`src/rsame_pkg.sv`:
```
package rsame_pkg;

	localparam int unsigned CFG_DATA_BITS  = 32;
	localparam int unsigned CFG_INDEX_BITS = 2;
	localparam int unsigned MSG_BITS       = 32;
	localparam int unsigned RESULT_BITS    = 32;

	localparam logic [CFG_INDEX_BITS-1:0] REG_MODULUS     = 2'd0;
	localparam logic [CFG_INDEX_BITS-1:0] REG_PUBLIC_EXP  = 2'd1;
	localparam logic [CFG_INDEX_BITS-1:0] REG_PRIVATE_EXP = 2'd2;

	localparam logic MODE_ENCRYPT = 1'b0;

	typedef enum logic [1:0] {
		ST_IDLE,
		ST_RUN,
		ST_DONE
	} state_t;

	typedef enum logic [1:0] {
		OP_RED,
		OP_MUL,
		OP_SQR
	} op_t;

	typedef struct packed {
		logic en;
		logic first;
		logic bbit;
	} row_ctl_t;

	function automatic logic borrow_out(input logic t, input logic n, input logic bin);
		borrow_out = (~t & n) | (~(t ^ n) & bin);
	endfunction

endpackage

```
`src/rsame_in_if.sv`:
```
interface rsame_in_if;
	logic        valid;
	logic        ready;
	logic        mode;
	logic [31:0] message;

	modport source(output valid, output mode, output message, input ready);
	modport sink(input valid, input mode, input message, output ready);
endinterface

```
`src/rsame_out_if.sv`:
```
interface rsame_out_if;
	logic        valid;
	logic        ready;
	logic [31:0] result_value;

	modport source(output valid, output result_value, input ready);
	modport sink(input valid, input result_value, output ready);
endinterface

```
`src/rsame_cell.sv`:
```
module rsame_cell
	import rsame_pkg::*;
(
	input  logic clk,
	input  logic en,
	input  logic acc_lo,
	input  logic ab,
	input  logic n_bit,
	input  logic n_lo,
	input  logic c_in,
	input  logic b1_in,
	input  logic b2_in,
	input  logic sel1,
	input  logic sel2,
	output logic acc,
	output logic nxt,
	output logic c_out,
	output logic b1_out,
	output logic b2_out
);

	logic acc_q;
	logic t;
	logic d1;
	logic d2;

	assign t      = acc_lo ^ ab ^ c_in;
	assign c_out  = (acc_lo & ab) | (c_in & (acc_lo ^ ab));
	assign d1     = t ^ n_bit ^ b1_in;
	assign b1_out = borrow_out(t, n_bit, b1_in);
	assign d2     = t ^ n_lo ^ b2_in;
	assign b2_out = borrow_out(t, n_lo, b2_in);
	assign nxt    = sel2 ? d2 : (sel1 ? d1 : t);
	assign acc    = acc_q;

	always_ff @(posedge clk) begin
		if (en) begin
			acc_q <= nxt;
		end
	end

endmodule

```
`src/rsame_row.sv`:
```
module rsame_row
	import rsame_pkg::*;
#(
	parameter int unsigned WORD_BITS = 32
) (
	input  logic                 clk,
	input  row_ctl_t             ctl,
	input  logic [WORD_BITS-1:0] a,
	input  logic [WORD_BITS-1:0] n,
	output logic [WORD_BITS-1:0] acc_d
);

	logic [WORD_BITS-1:0] acc;
	logic [WORD_BITS-1:0] acc_in;
	logic [WORD_BITS:0]   c;
	logic [WORD_BITS:0]   b1;
	logic [WORD_BITS:0]   b2;
	logic [WORD_BITS-1:0] n_lo;
	logic                 acc_top;
	logic                 t_w;
	logic                 t_w1;
	logic                 b1_w;
	logic                 b2_w;
	logic                 b1_f;
	logic                 b2_f;
	logic                 sel1;
	logic                 sel2;

	assign acc_in = ctl.first ? '0 : acc;
	assign n_lo   = {n[WORD_BITS-2:0], 1'b0};
	assign c[0]   = 1'b0;
	assign b1[0]  = 1'b0;
	assign b2[0]  = 1'b0;

	for (genvar i = 0; i < WORD_BITS; i++) begin : g_cell
		logic lo;
		if (i == 0) begin : g_lsb
			assign lo = 1'b0;
		end else begin : g_mid
			assign lo = acc_in[i-1];
		end
		rsame_cell u_cell (
			.clk   (clk),
			.en    (ctl.en),
			.acc_lo(lo),
			.ab    (a[i] & ctl.bbit),
			.n_bit (n[i]),
			.n_lo  (n_lo[i]),
			.c_in  (c[i]),
			.b1_in (b1[i]),
			.b2_in (b2[i]),
			.sel1  (sel1),
			.sel2  (sel2),
			.acc   (acc[i]),
			.nxt   (acc_d[i]),
			.c_out (c[i+1]),
			.b1_out(b1[i+1]),
			.b2_out(b2[i+1])
		);
	end

	// two top bits of 2*acc + a, against n and 2n
	assign acc_top = acc_in[WORD_BITS-1];
	assign t_w     = acc_top ^ c[WORD_BITS];
	assign t_w1    = acc_top & c[WORD_BITS];
	assign b1_w    = borrow_out(t_w, 1'b0, b1[WORD_BITS]);
	assign b1_f    = borrow_out(t_w1, 1'b0, b1_w);
	assign b2_w    = borrow_out(t_w, n[WORD_BITS-1], b2[WORD_BITS]);
	assign b2_f    = borrow_out(t_w1, 1'b0, b2_w);
	assign sel2    = ~b2_f;
	assign sel1    = ~b1_f;

endmodule

```
`src/rsa_modular_exponentiation_unit.sv`:
```
// RSA modular exponentiation, right-to-left square-and-multiply.
// Channels: data_in carries mode and message; data_out carries result_value.
// Config: cfg_we/cfg_index/cfg_data write modulus (0), public exponent (1)
// and private exponent (2); other indexes are ignored. Write only when idle.
// Each modular multiply runs MSB-first through a row of WORD_BITS bit cells,
// one operand bit per cycle. Per item: accept, reduce the message with one
// multiply, then per exponent bit a squaring plus a multiply when the bit is
// set, then load the output register.
// A modulus below two answers 0, skipping the multiplies.
// One item is worked at a time. The result sits in an output register; the
// next item is accepted while that result waits, and the finished item then
// waits for the register when the receiver stalls.
// Reset restores modulus 3233, public exponent 17, private exponent 2753
// and empties the block.
module rsa_modular_exponentiation_unit
	import rsame_pkg::*;
#(
	parameter int unsigned WORD_BITS = 32
) (
	input  logic                      clk,
	input  logic                      arst_n,
	rsame_in_if.sink                  data_in,
	rsame_out_if.source               data_out,
	input  logic                      cfg_we,
	input  logic [CFG_INDEX_BITS-1:0] cfg_index,
	input  logic [CFG_DATA_BITS-1:0]  cfg_data
);

	localparam int unsigned CNT_BITS = $clog2(WORD_BITS);
	localparam logic [CNT_BITS-1:0] CNT_LAST = CNT_BITS'(WORD_BITS - 1);

	state_t               state_q;
	state_t               state_d;
	op_t                  op_q;
	logic [CNT_BITS-1:0]  cnt_q;
	logic [CNT_BITS-1:0]  bit_q;
	logic [WORD_BITS-1:0] exp_q;
	logic [WORD_BITS-1:0] base_q;
	logic [WORD_BITS-1:0] res_q;
	logic [WORD_BITS-1:0] msg_q;
	logic [WORD_BITS-1:0] result_q;
	logic                 ovalid_q;
	logic [WORD_BITS-1:0] modulus_q;
	logic [WORD_BITS-1:0] pub_exp_q;
	logic [WORD_BITS-1:0] priv_exp_q;

	logic [WORD_BITS-1:0] op_a;
	logic [WORD_BITS-1:0] op_b;
	logic [WORD_BITS-1:0] acc_d;
	row_ctl_t             ctl;
	logic                 in_acc;
	logic                 last_step;
	logic                 small_mod;
	logic                 out_free;

	assign in_acc    = data_in.valid & data_in.ready;
	assign last_step = (cnt_q == '0);
	assign small_mod = (modulus_q[WORD_BITS-1:1] == '0);
	assign out_free  = ~ovalid_q | data_out.ready;

	always_ff @(posedge clk or negedge arst_n) begin
		if (!arst_n) begin
			modulus_q  <= WORD_BITS'(32'd3233);
			pub_exp_q  <= WORD_BITS'(32'd17);
			priv_exp_q <= WORD_BITS'(32'd2753);
		end else if (cfg_we) begin
			case (cfg_index)
				REG_MODULUS:     modulus_q  <= cfg_data[WORD_BITS-1:0];
				REG_PUBLIC_EXP:  pub_exp_q  <= cfg_data[WORD_BITS-1:0];
				REG_PRIVATE_EXP: priv_exp_q <= cfg_data[WORD_BITS-1:0];
				default: ;
			endcase
		end
	end

	always_comb begin
		case (op_q)
			OP_RED: begin
				op_a = WORD_BITS'(1);
				op_b = msg_q;
			end
			OP_MUL: begin
				op_a = base_q;
				op_b = res_q;
			end
			default: begin
				op_a = base_q;
				op_b = base_q;
			end
		endcase
	end

	assign ctl.en    = (state_q == ST_RUN);
	assign ctl.first = (cnt_q == CNT_LAST);
	assign ctl.bbit  = op_b[cnt_q];

	rsame_row #(.WORD_BITS(WORD_BITS)) u_row (
		.clk  (clk),
		.ctl  (ctl),
		.a    (op_a),
		.n    (modulus_q),
		.acc_d(acc_d)
	);

	always_comb begin
		state_d       = state_q;
		data_in.ready = 1'b0;
		case (state_q)
			ST_IDLE: begin
				data_in.ready = 1'b1;
				if (data_in.valid) begin
					state_d = small_mod ? ST_DONE : ST_RUN;
				end
			end
			ST_RUN: begin
				if (last_step && op_q == OP_SQR && bit_q == CNT_LAST) begin
					state_d = ST_DONE;
				end
			end
			ST_DONE: begin
				if (out_free) begin
					state_d = ST_IDLE;
				end
			end
			default: state_d = ST_IDLE;
		endcase
	end

	always_ff @(posedge clk or negedge arst_n) begin
		if (!arst_n) begin
			state_q  <= ST_IDLE;
			ovalid_q <= 1'b0;
		end else begin
			state_q <= state_d;
			if (state_q == ST_DONE && out_free) begin
				ovalid_q <= 1'b1;
			end else if (data_out.ready) begin
				ovalid_q <= 1'b0;
			end
		end
	end

	always_ff @(posedge clk) begin
		if (in_acc) begin
			msg_q <= data_in.message[WORD_BITS-1:0];
			exp_q <= (data_in.mode == MODE_ENCRYPT) ? pub_exp_q : priv_exp_q;
			bit_q <= '0;
			cnt_q <= CNT_LAST;
			op_q  <= OP_RED;
			res_q <= '0;
		end else if (state_q == ST_RUN) begin
			if (last_step) begin
				cnt_q <= CNT_LAST;
				case (op_q)
					OP_RED: begin
						base_q <= acc_d;
						res_q  <= WORD_BITS'(1);
						op_q   <= exp_q[0] ? OP_MUL : OP_SQR;
					end
					OP_MUL: begin
						res_q <= acc_d;
						op_q  <= OP_SQR;
					end
					default: begin
						base_q <= acc_d;
						bit_q  <= bit_q + 1'b1;
						exp_q  <= exp_q >> 1;
						op_q   <= exp_q[1] ? OP_MUL : OP_SQR;
					end
				endcase
			end else begin
				cnt_q <= cnt_q - 1'b1;
			end
		end
		if (state_q == ST_DONE && out_free) begin
			result_q <= res_q;
		end
	end

	assign data_out.valid        = ovalid_q;
	assign data_out.result_value = RESULT_BITS'(result_q);

endmodule

```
`src/flat_wrapper.sv`:
```
// flat-port wrapper written by rule: the top's interface ports become plain ports
module rsa_modular_exponentiation_unit_flat import rsame_pkg::*;
#(
	parameter int unsigned WORD_BITS = 32
)
  (clk, arst_n, cfg_we, cfg_index, cfg_data, data_in_valid, data_in_mode, data_in_message, data_in_ready, data_out_valid, data_out_result_value, data_out_ready);
  rsame_in_if data_in_i ();
  rsame_out_if data_out_i ();
  input  logic clk;
  input  logic arst_n;
  input  logic cfg_we;
  input  logic [CFG_INDEX_BITS-1:0] cfg_index;
  input  logic [CFG_DATA_BITS-1:0] cfg_data;
  input wire logic [$bits(data_in_i.valid)-1:0] data_in_valid;
  input wire logic [$bits(data_in_i.mode)-1:0] data_in_mode;
  input wire logic [$bits(data_in_i.message)-1:0] data_in_message;
  output wire logic [$bits(data_in_i.ready)-1:0] data_in_ready;
  output wire logic [$bits(data_out_i.valid)-1:0] data_out_valid;
  output wire logic [$bits(data_out_i.result_value)-1:0] data_out_result_value;
  input wire logic [$bits(data_out_i.ready)-1:0] data_out_ready;
  assign data_in_i.valid = data_in_valid;
  assign data_in_i.mode = data_in_mode;
  assign data_in_i.message = data_in_message;
  assign data_in_ready = data_in_i.ready;
  assign data_out_valid = data_out_i.valid;
  assign data_out_result_value = data_out_i.result_value;
  assign data_out_i.ready = data_out_ready;
  rsa_modular_exponentiation_unit #(.WORD_BITS(WORD_BITS)) u_core (.clk(clk), .arst_n(arst_n), .data_in(data_in_i), .data_out(data_out_i), .cfg_we(cfg_we), .cfg_index(cfg_index), .cfg_data(cfg_data));
endmodule
```
`config.mk`:
```
export PLATFORM = sky130hd
export DESIGN_NAME = rsa_modular_exponentiation_unit_flat
export DESIGN_NICKNAME = d
export VERILOG_FILES = /design/src/rsame_pkg.sv /design/src/rsame_in_if.sv /design/src/rsame_out_if.sv /design/src/rsame_cell.sv /design/src/rsame_row.sv /design/src/rsa_modular_exponentiation_unit.sv /design/src/flat_wrapper.sv
export SDC_FILE = /design/constraint.sdc
export NUM_CORES = 1
export LEC_CHECK = 0
export BUFFER_PORTS_ARGS = -buffer_cell sky130_fd_sc_hd__clkbuf_2
export CAP_MARGIN = 20
export CORE_UTILIZATION = 65
export CTS_CLUSTER_SIZE = 16
export DETAILED_ROUTE_END_ITERATION = 10
export PLACE_DENSITY = 0.92
export SLEW_MARGIN = 10
export SYNTH_ARGS = -nofsm -noshare
export SYNTH_HDL_FRONTEND = slang
export SYNTH_HIERARCHICAL = 1
export SYNTH_SLANG_ARGS = --single-unit
export TNS_END_PERCENT = 5
```
`constraint.sdc`:
```
create_clock -name clk -period 49.3 [get_ports clk]
set_input_delay 2.465 -clock clk [delete_from_list [all_inputs] [get_ports clk]]
set_output_delay 2.465 -clock clk [all_outputs]
set_load 0.05 [all_outputs]
```
==> results by group, run 1 <==
Hold path
  • Hold Path Class: flop to flop

Outcome
  • Status: complete, no violations

Worst setup path
  • WP data required: 49.70 ns
  • CP Launch Type: flop
  • Slowest cell on the critical path: dfxtp_1
  • Crit-path leading delay family: adder cells
  • Largest stage delay on the critical path: 1.03 ns
  • Buf+Inv Stages, Crit Path: 68
  • CP Capture Type: flop
  • Crit path DAT: ~22 ns
  • Worst Path Max Fanout: 64
  • Crit path top cell by count: inv_1
  • Setup Crit Path Kind: flop to flop

Power
  • Pwr dens: 50.2 nW/um^2
  • Leakage power: between 0.008 and 0.009 uW
  • VDD IR max: 0.0537 mV

Clock tree
  • H-Tree Depth: 1
  • Root Driver: clkbuf_16
  • Clock Path Buffers: 3
  • Clock Sinks: between 300 and 400
  • Post-CTS Setup Repair Bufs: 0
  • CTS Buf Count: 31
  • Cts repair resizes: 0
  • TritonCTS clock tree: yes
  • CTS hold repair buffers: 0
  • CTS clk-pin slew, worst paths: 0.06 ns
  • Worst skew pair latency: ~0.56 ns

Timing
  • Final worst path period share: 0.430
  • Setup Skew: 0.0105 ns
  • Fin. max-slew vios: 0
  • Setup_tns: 0 ns
  • Worst slew pin tran: 1.07 ns
  • Slew headroom: 0.289
  • Final setup fails: 0
  • Final setup margin: 28.09 ns
  • Crit path time final: between 20 and 25 ns
  • Unrepaired setup endpoints after global routing: no
  • Fmax: between 40 and 50 MHz
  • Fin. Hold Viols: 0

Detailed routing
  • DR pass1 iterations: 5
  • Vias per inst: 5.83
  • DR DRC count: 0
  • Vias: 11400
  • Iteration-0 DRC Markers: about 1000
  • WL final: approximately 38 mm
  • Final ANT Viol Nets: 0
  • Wirelength per Cell: around 20 um

Floorplan
  • Initial core utilization: 0.666
  • Core footprint: 25300 um^2
  • Row count: 58
  • DIE HEIGHT: 163 um
  • Die Footprint: ~27000 um^2
  • Die W: 163 um
  • Io pins: between 100 and 150

Synth
  • Most frequent cells after synthesis: inv_1 (358), edfxtp_1 (160), mux2_2 (131)
  • Area fraction in and, or, nand and nor cells after synthesis: 0.110
  • Ys async rst share: 0.327
  • YS warnings: 6
  • Yosys reg bits: 303
  • Number of library cell types mapped by synthesis: 57
  • Post-synthesis instance total: 1502
  • Synth area leader: edfxtp_1
  • Synth Area in Adders: 0.118
  • Post-synth EDFFs: 160
  • Largest family of logic cells by synthesized area: multiplexers
  • Top cell type's share of synthesized area: 0.285
  • Avg Cell Area, Syn: around 11 um^2
  • Seq/Total Area, Yosys: 0.485
  • Post-synthesis mux area share: 0.122
  • Count leader, synth: inv_1
  • Primary FF master, synth: edfxtp_1
  • Complex-gate fraction of the synthesized area: 0.0675
  • Post-synthesis xor/xnor area fraction: 0.00156
  • Synth area leaders: edfxtp_1 (28%), dfrtp_1 (13%), fa_1 (11%)
  • Mapped cell area: 16900 um^2

Placement
  • Port bufs: approximately 110
  • Dpl ws: between 20 and 30 ns
  • HPWL after detailed placement: 25.3 mm
  • Cells after DPL: 1903
  • GP Congestion: approximately 0.94
  • Dpl cell area: 17700 um^2

Layout
  • Area growth syn-to-layout: 11.1%
  • Net count, final: 1780
  • FILL cells: roughly 1500
  • Layout cells sized above 1: 0.233
  • Antenna cells: 0
  • Final core utilization: 0.740
  • Filler-free cell count of the finished design: approximately 2000
  • Design Area, Final: ~19000 um^2

Global route
  • Global route overflow: 0
  • Initial antenna violation count: 0
  • First-pass GRT wire length: 61.6 mm
  • Largest net degree at the start of global routing: 75
  • Number of global-route vias before repair: 12200
  • GRT Overall Usage: 0.299

Job
  • Max-Cap Viols: 0
-- cell type report --
class,count,area (um^2),share of cell area
inverters,360,1350,0.0721
clock buffers,42,837,0.0446
clock inverters,15,178,0.00948
multi-input cells,785,7110,0.379
repair buffers,125,678,0.0362
flip-flops and latches,303,8180,0.436
well taps,330,413,0.0220
-- through the flow --
step | power, uW | hold slack (ns)
2_1_floorplan | 592 | 0.425
3_3_place_gp | 668 | 0.446
3_5_place_dp | 692 | 0.452
4_1_cts | 938 | 0.462
5_1_grt | 998 | 0.482
6_report | 941 | 0.458
-- per-layer routing --
metal / up-vias / wire, um / track usage
met5: - / 0 / 0
met2: 537 / 19400 / 0.519
li1: 5038 / - / -
met4: 0 / 2030 / 0.149
met3: 158 / 2500 / 0.0462
met1: 5694 / 14300 / 0.363
-- placed cells by master, fill, tap and decap left out, types with 10 or more instances in the layout --
| cell type | instances |
|---|---|
| and2_2 | 33 |
| mux2_2 | 131 |
| and2_1 | 23 |
| mux2i_1 | 36 |
| o22ai_1 | 16 |
| dfstp_2 | 12 |
| dfrtp_1 | 87 |
| fa_1 | 96 |
| dfxtp_1 | 44 |
| nand2b_1 | 31 |
| o21ai_0 | 46 |
| nor2b_1 | 85 |
| clkbuf_2 | 104 |
| mux4_2 | 10 |
| nand2_1 | 57 |
| edfxtp_1 | 160 |
| buf_4 | 21 |
| clkbuf_16 | 31 |
| nor2_1 | 63 |
| a22oi_1 | 32 |
| inv_1 | 357 |
| a21oi_1 | 11 |
| o31a_1 | 23 |
-- kinds of logic after synthesis --
logic type                 count (synthesis)
DFF                                      303
xor gates and xnor gates                   3
muxes                                    177
AOI/OAI and AO/OA                        162
adders and majority gates                102
and+or+nand+nor                          336
other                                      1
buffers and inverters                    418
-- sequential cells by signal (all words and copies together), names as in the netlist --
register	cells
u_core/bit_q	5
u_core/modulus_q	32
u_core/exp_q	32
u_core/state_q	2
u_core/pub_exp_q	32
u_core/u_row/g_cell.u_cell/acc	32
u_core/cnt_q	5
u_core/base_q	32
u_core/data_out.valid	1
u_core/op_q	2
u_core/data_out.result_value	32
u_core/msg_q	32
u_core/res_q	32
u_core/priv_exp_q	32
-- final timing paths --
check,from,endpoint,slack [ns],cells after the start
worst min register to register,u_core/res_q[0]$_SDFFE_PP0P_,u_core/data_out.result_value[0]$_DFFE_PP_,0.46,0
worst max register to register,u_core/op_q[1]$_SDFFE_PP0P_,u_core/res_q[2]$_SDFFE_PP0P_,28.09,111
max in group asynchronous,arst_n,u_core/priv_exp_q[23]$_DFFE_PN0P_,46.24,2
min in group asynchronous,arst_n,u_core/priv_exp_q[14]$_DFFE_PN0P_,1.80,1
worst max-delay path,u_core/op_q[1]$_SDFFE_PP0P_,u_core/res_q[2]$_SDFFE_PP0P_,28.09,111
worst min-delay path,u_core/res_q[0]$_SDFFE_PP0P_,u_core/data_out.result_value[0]$_DFFE_PP_,0.46,0
-- power by group --
group	internal (uW)	leakage [uW]	switching, uW
Clock	139	0.000494	98.2
Sequential	323	0.00293	15.6
Combinational	148	0.00495	217
Total	610	0.00838	331
(Power assumes the default switching activity.)
==> run 2, diff against run 1 <==
--- a/config.mk
+++ b/config.mk
@@ -7,10 +7,10 @@
 export LEC_CHECK = 0
 export BUFFER_PORTS_ARGS = -buffer_cell sky130_fd_sc_hd__clkbuf_2
 export CAP_MARGIN = 20
-export CORE_UTILIZATION = 65
+export CORE_UTILIZATION = 62
 export CTS_CLUSTER_SIZE = 16
 export DETAILED_ROUTE_END_ITERATION = 10
-export PLACE_DENSITY = 0.92
+export PLACE_DENSITY = 0.88
 export SLEW_MARGIN = 10
 export SYNTH_ARGS = -nofsm -noshare
 export SYNTH_HDL_FRONTEND = slang
==> constraint.sdc (replaced) <==
create_clock -name clk -period 19.6 [get_ports clk]
set_input_delay 0.98 -clock clk [delete_from_list [all_inputs] [get_ports clk]]
set_output_delay 0.98 -clock clk [all_outputs]
set_load 0.05 [all_outputs]
==> results by group, run 2 (synthesis results as in run 1) <==
Outcome
  • Status: complete, no violations (unchanged)

Floorplan
  • Row count: 60 (was 58)
  • Initial core utilization: 0.630 (was 0.666)
  • Core footprint: 26800 um^2 (was 25300 um^2)
  • Io pins: 106 (unchanged)
  • DIE HEIGHT: 167 um (was 163 um)
  • Die W: 167 um (was 163 um)
  • Die Footprint: 27900 um^2 (was 26600 um^2)

Power
  • Power share of the clock group: 0.229 (was 0.253)
  • VDD IR max: 0.129 mV (was 0.0537 mV)
  • Power consumption: 2550 uW (was 941 uW)
  • Int Power: 1610 uW (was 610 uW)
  • Psw: 948 uW (was 331 uW)
  • Leakage power: 0.00863 uW (was 0.00838 uW)
  • Combinational share of power: 0.438 (was 0.387)
  • Sw frac: 0.371 (was 0.351)
  • Reg power frac: 0.334 (was 0.360)
  • Pwr dens: 131 nW/um^2 (was 50.2 nW/um^2)

Clock tree
  • Clock Path Buffers: 3 (unchanged)
  • Root Driver: clkbuf_16 (unchanged)
  • Clock Sinks: 303 (unchanged)
  • TritonCTS clock tree: yes (unchanged)
  • CTS clk-pin slew, worst paths: 0.08 ns (was 0.06 ns)
  • CTS Buf Count: 31 (unchanged)
  • H-Tree Depth: 1 (unchanged)
  • Worst skew pair latency: 0.58 ns (was 0.56 ns)

Global route
  • Largest net degree at the start of global routing: 75 (unchanged)
  • Global route overflow: 0 (unchanged)
  • First-pass GRT wire length: 59.5 mm (was 61.6 mm)
  • GRT Overall Usage: 0.272 (was 0.299)
  • Initial antenna violation count: 1 (was 0)
  • Number of global-route vias before repair: 11800 (was 12200)

Detailed routing
  • DR pass1 iterations: 8 (was 5)
  • Wirelength per Cell: 21.8 um (was 19.5 um)
  • DR DRC count: 0 (unchanged)
  • WL final: 43.7 mm (was 38.2 mm)
  • Iteration-0 DRC Markers: 1629 (was 1048)
  • Final ANT Viol Nets: 0 (unchanged)
  • Vias per inst: 6.02 (was 5.83)
  • Vias: 12100 (was 11400)

Worst setup path
  • CP Launch Type: flop (unchanged)
  • Largest stage delay on the critical path: 0.57 ns (was 1.03 ns)
  • R2R Path Start: u_core/op_q[0]$_SDFFE_PP0P_ (was u_core/op_q[1]$_SDFFE_PP0P_)
  • FF-to-FF setup slack: 0.27 ns (was 28.09 ns)
  • WP data required: 20.08 ns (was 49.70 ns)
  • Crit path DAT: 19.81 ns (was 21.61 ns)
  • Worst Path Max Fanout: 18 (was 64)
  • Crit-path leading delay family: adder cells (unchanged)
  • Setup Crit Path Kind: flop to flop (unchanged)
  • Reg2Reg Depth: 108 (was 111)
  • Buf+Inv Stages, Crit Path: 65 (was 68)
  • R2r endpoint: u_core/res_q[5]$_SDFFE_PP0P_ (was u_core/res_q[2]$_SDFFE_PP0P_)
  • Slowest cell on the critical path: fa_1 (was dfxtp_1)
  • Crit path top cell by count: inv_1 (unchanged)
  • CP Capture Type: flop (unchanged)

Timing
  • Final setup fails: 0 (unchanged)
  • Slew headroom: 0.369 (was 0.289)
  • Final worst path period share: 0.986 (was 0.430)
  • Fmax: 51.7 MHz (was 47.2 MHz)
  • Setup Skew: 0.0310 ns (was 0.0105 ns)
  • Fin. Hold Viols: 0 (unchanged)
  • Fin. max-slew vios: 0 (unchanged)
  • Crit path time final: 19.33 ns (was 21.21 ns)
  • Final setup margin: 0.268 ns (was 28.09 ns)
  • Worst slew pin tran: 0.946 ns (was 1.07 ns)

Placement
  • Cells after DPL: 1919 (was 1903)
  • HPWL after detailed placement: 25.5 mm (was 25.3 mm)
  • GP Congestion: 1.01 (was 0.943)
  • Dpl ws: 0.214 ns (was 28.67 ns)
  • Port bufs: 105 (unchanged)

Layout
  • Most frequent cells in the layout: inv_1 (351), edfxtp_1 (160), mux2_2 (129), clkbuf_2 (104), dfrtp_1 (87) (was inv_1 (357), edfxtp_1 (160), mux2_2 (131), clkbuf_2 (104), fa_1 (96))
  • Final core utilization: 0.726 (was 0.740)
  • Area of the multi-input gates: 7310 um^2 (was 7110 um^2)
  • Commonest non-fill, non-tap cell in the layout: inv_1 (unchanged)
  • FILL cells: 1655 (was 1528)
  • Layout cells sized above 1: 0.278 (was 0.233)
  • Area growth syn-to-layout: 15.3% (was 11.1%)
  • Filler-free cell count of the finished design: 2006 (was 1960)
  • Register area: 8190 um^2 (was 8180 um^2)
  • Net count, final: 1814 (was 1780)

Hold path
  • Hold Path Class: primary input to asynchronous set/reset pin (was flop to flop)

Job
  • Max-Cap Viols: 0 (unchanged)
run 2: changes by cell type in the layout (fill, tap and decap cells not counted), sizes merged:
cell	before	now
clkinv	11	12
diode	0	1
clkinvlp	2	6
buf	21	45
clkbuf	146	153
bufinv	4	2
run 2: layout make-up:
class | instances | area share
flip-flops and latches | 303 | 0.421
multi-input cells | 785 | 0.376
inverters | 360 | 0.0698
repair buffers | 158 | 0.0599
clock buffers | 40 | 0.0437
well taps | 341 | 0.0219
clock inverters | 17 | 0.00759
repair inverters | 1 | 0.000386
diodes | 1 | 0.000129
run 2: worst max path at each step:
stage / to / startpoint / depth (start not counted)
2_1_floorplan: u_core/res_q[24]$_SDFFE_PP0P_ / u_core/cnt_q[0]$_SDFFE_PP1P_ / 112
3_5_place_dp: u_core/res_q[8]$_SDFFE_PP0P_ / u_core/op_q[0]$_SDFFE_PP0P_ / 111
6_report: u_core/res_q[5]$_SDFFE_PP0P_ / u_core/op_q[0]$_SDFFE_PP0P_ / 108
5_1_grt: u_core/res_q[9]$_SDFFE_PP0P_ / u_core/op_q[0]$_SDFFE_PP0P_ / 111
4_1_cts: u_core/res_q[8]$_SDFFE_PP0P_ / u_core/op_q[0]$_SDFFE_PP0P_ / 111
3_3_place_gp: u_core/res_q[7]$_SDFFE_PP0P_ / u_core/op_q[0]$_SDFFE_PP0P_ / 111
run 2: power by group through the flow:
| stage | Combinational, uW | Clock, uW | Sequential [uW] |
|---|---|---|---|
| after CTS | 908 | 582 | 850 |
| after detailed placement | 894 | 0 | 862 |
| after global routing | 1210 | 609 | 859 |
| final | 1120 | 584 | 852 |
| after floorplan | 644 | 0 | 846 |
| after global placement | 840 | 0 | 857 |
run 2: worst reg2reg max path: cells and delay by family, from the launching register on:
family | cells | cell delay (ns)
fa+ha+maj | 32 | 12.22
buf+inv | 65 | 4.16
compound gates | 5 | 1.21
simple gates | 5 | 0.97
flops | 1 | 0.43
mux | 1 | 0.24
run 2: metrics by stage:
step | cell area, um^2 | hold slack, ns | TNS [ns]
global route | 19500 | 0.348 | -45.38
floorplan | 16900 | 0.425 | 0
detailed placement | 17800 | 0.452 | 0
CTS | 18800 | 0.338 | 0
finish | 19500 | 0.331 | 0
global placement | 17800 | 0.447 | 0
run 2: repair_timing:
action	in CTS	in global routing
resized for setup	1	82
buffers inserted	0	16
gates cloned	0	13
setup endpoints to repair	1	96
pin swaps	0	42
hold buffers	0	0
run 2: layer usage:
metal,vias to the layer above,routed length (um),track usage
li1,5133,-,-
met1,5913,15700,0.338
met2,818,21400,0.474
met3,214,3930,0.0444
met4,0,2610,0.111
met5,-,0,0
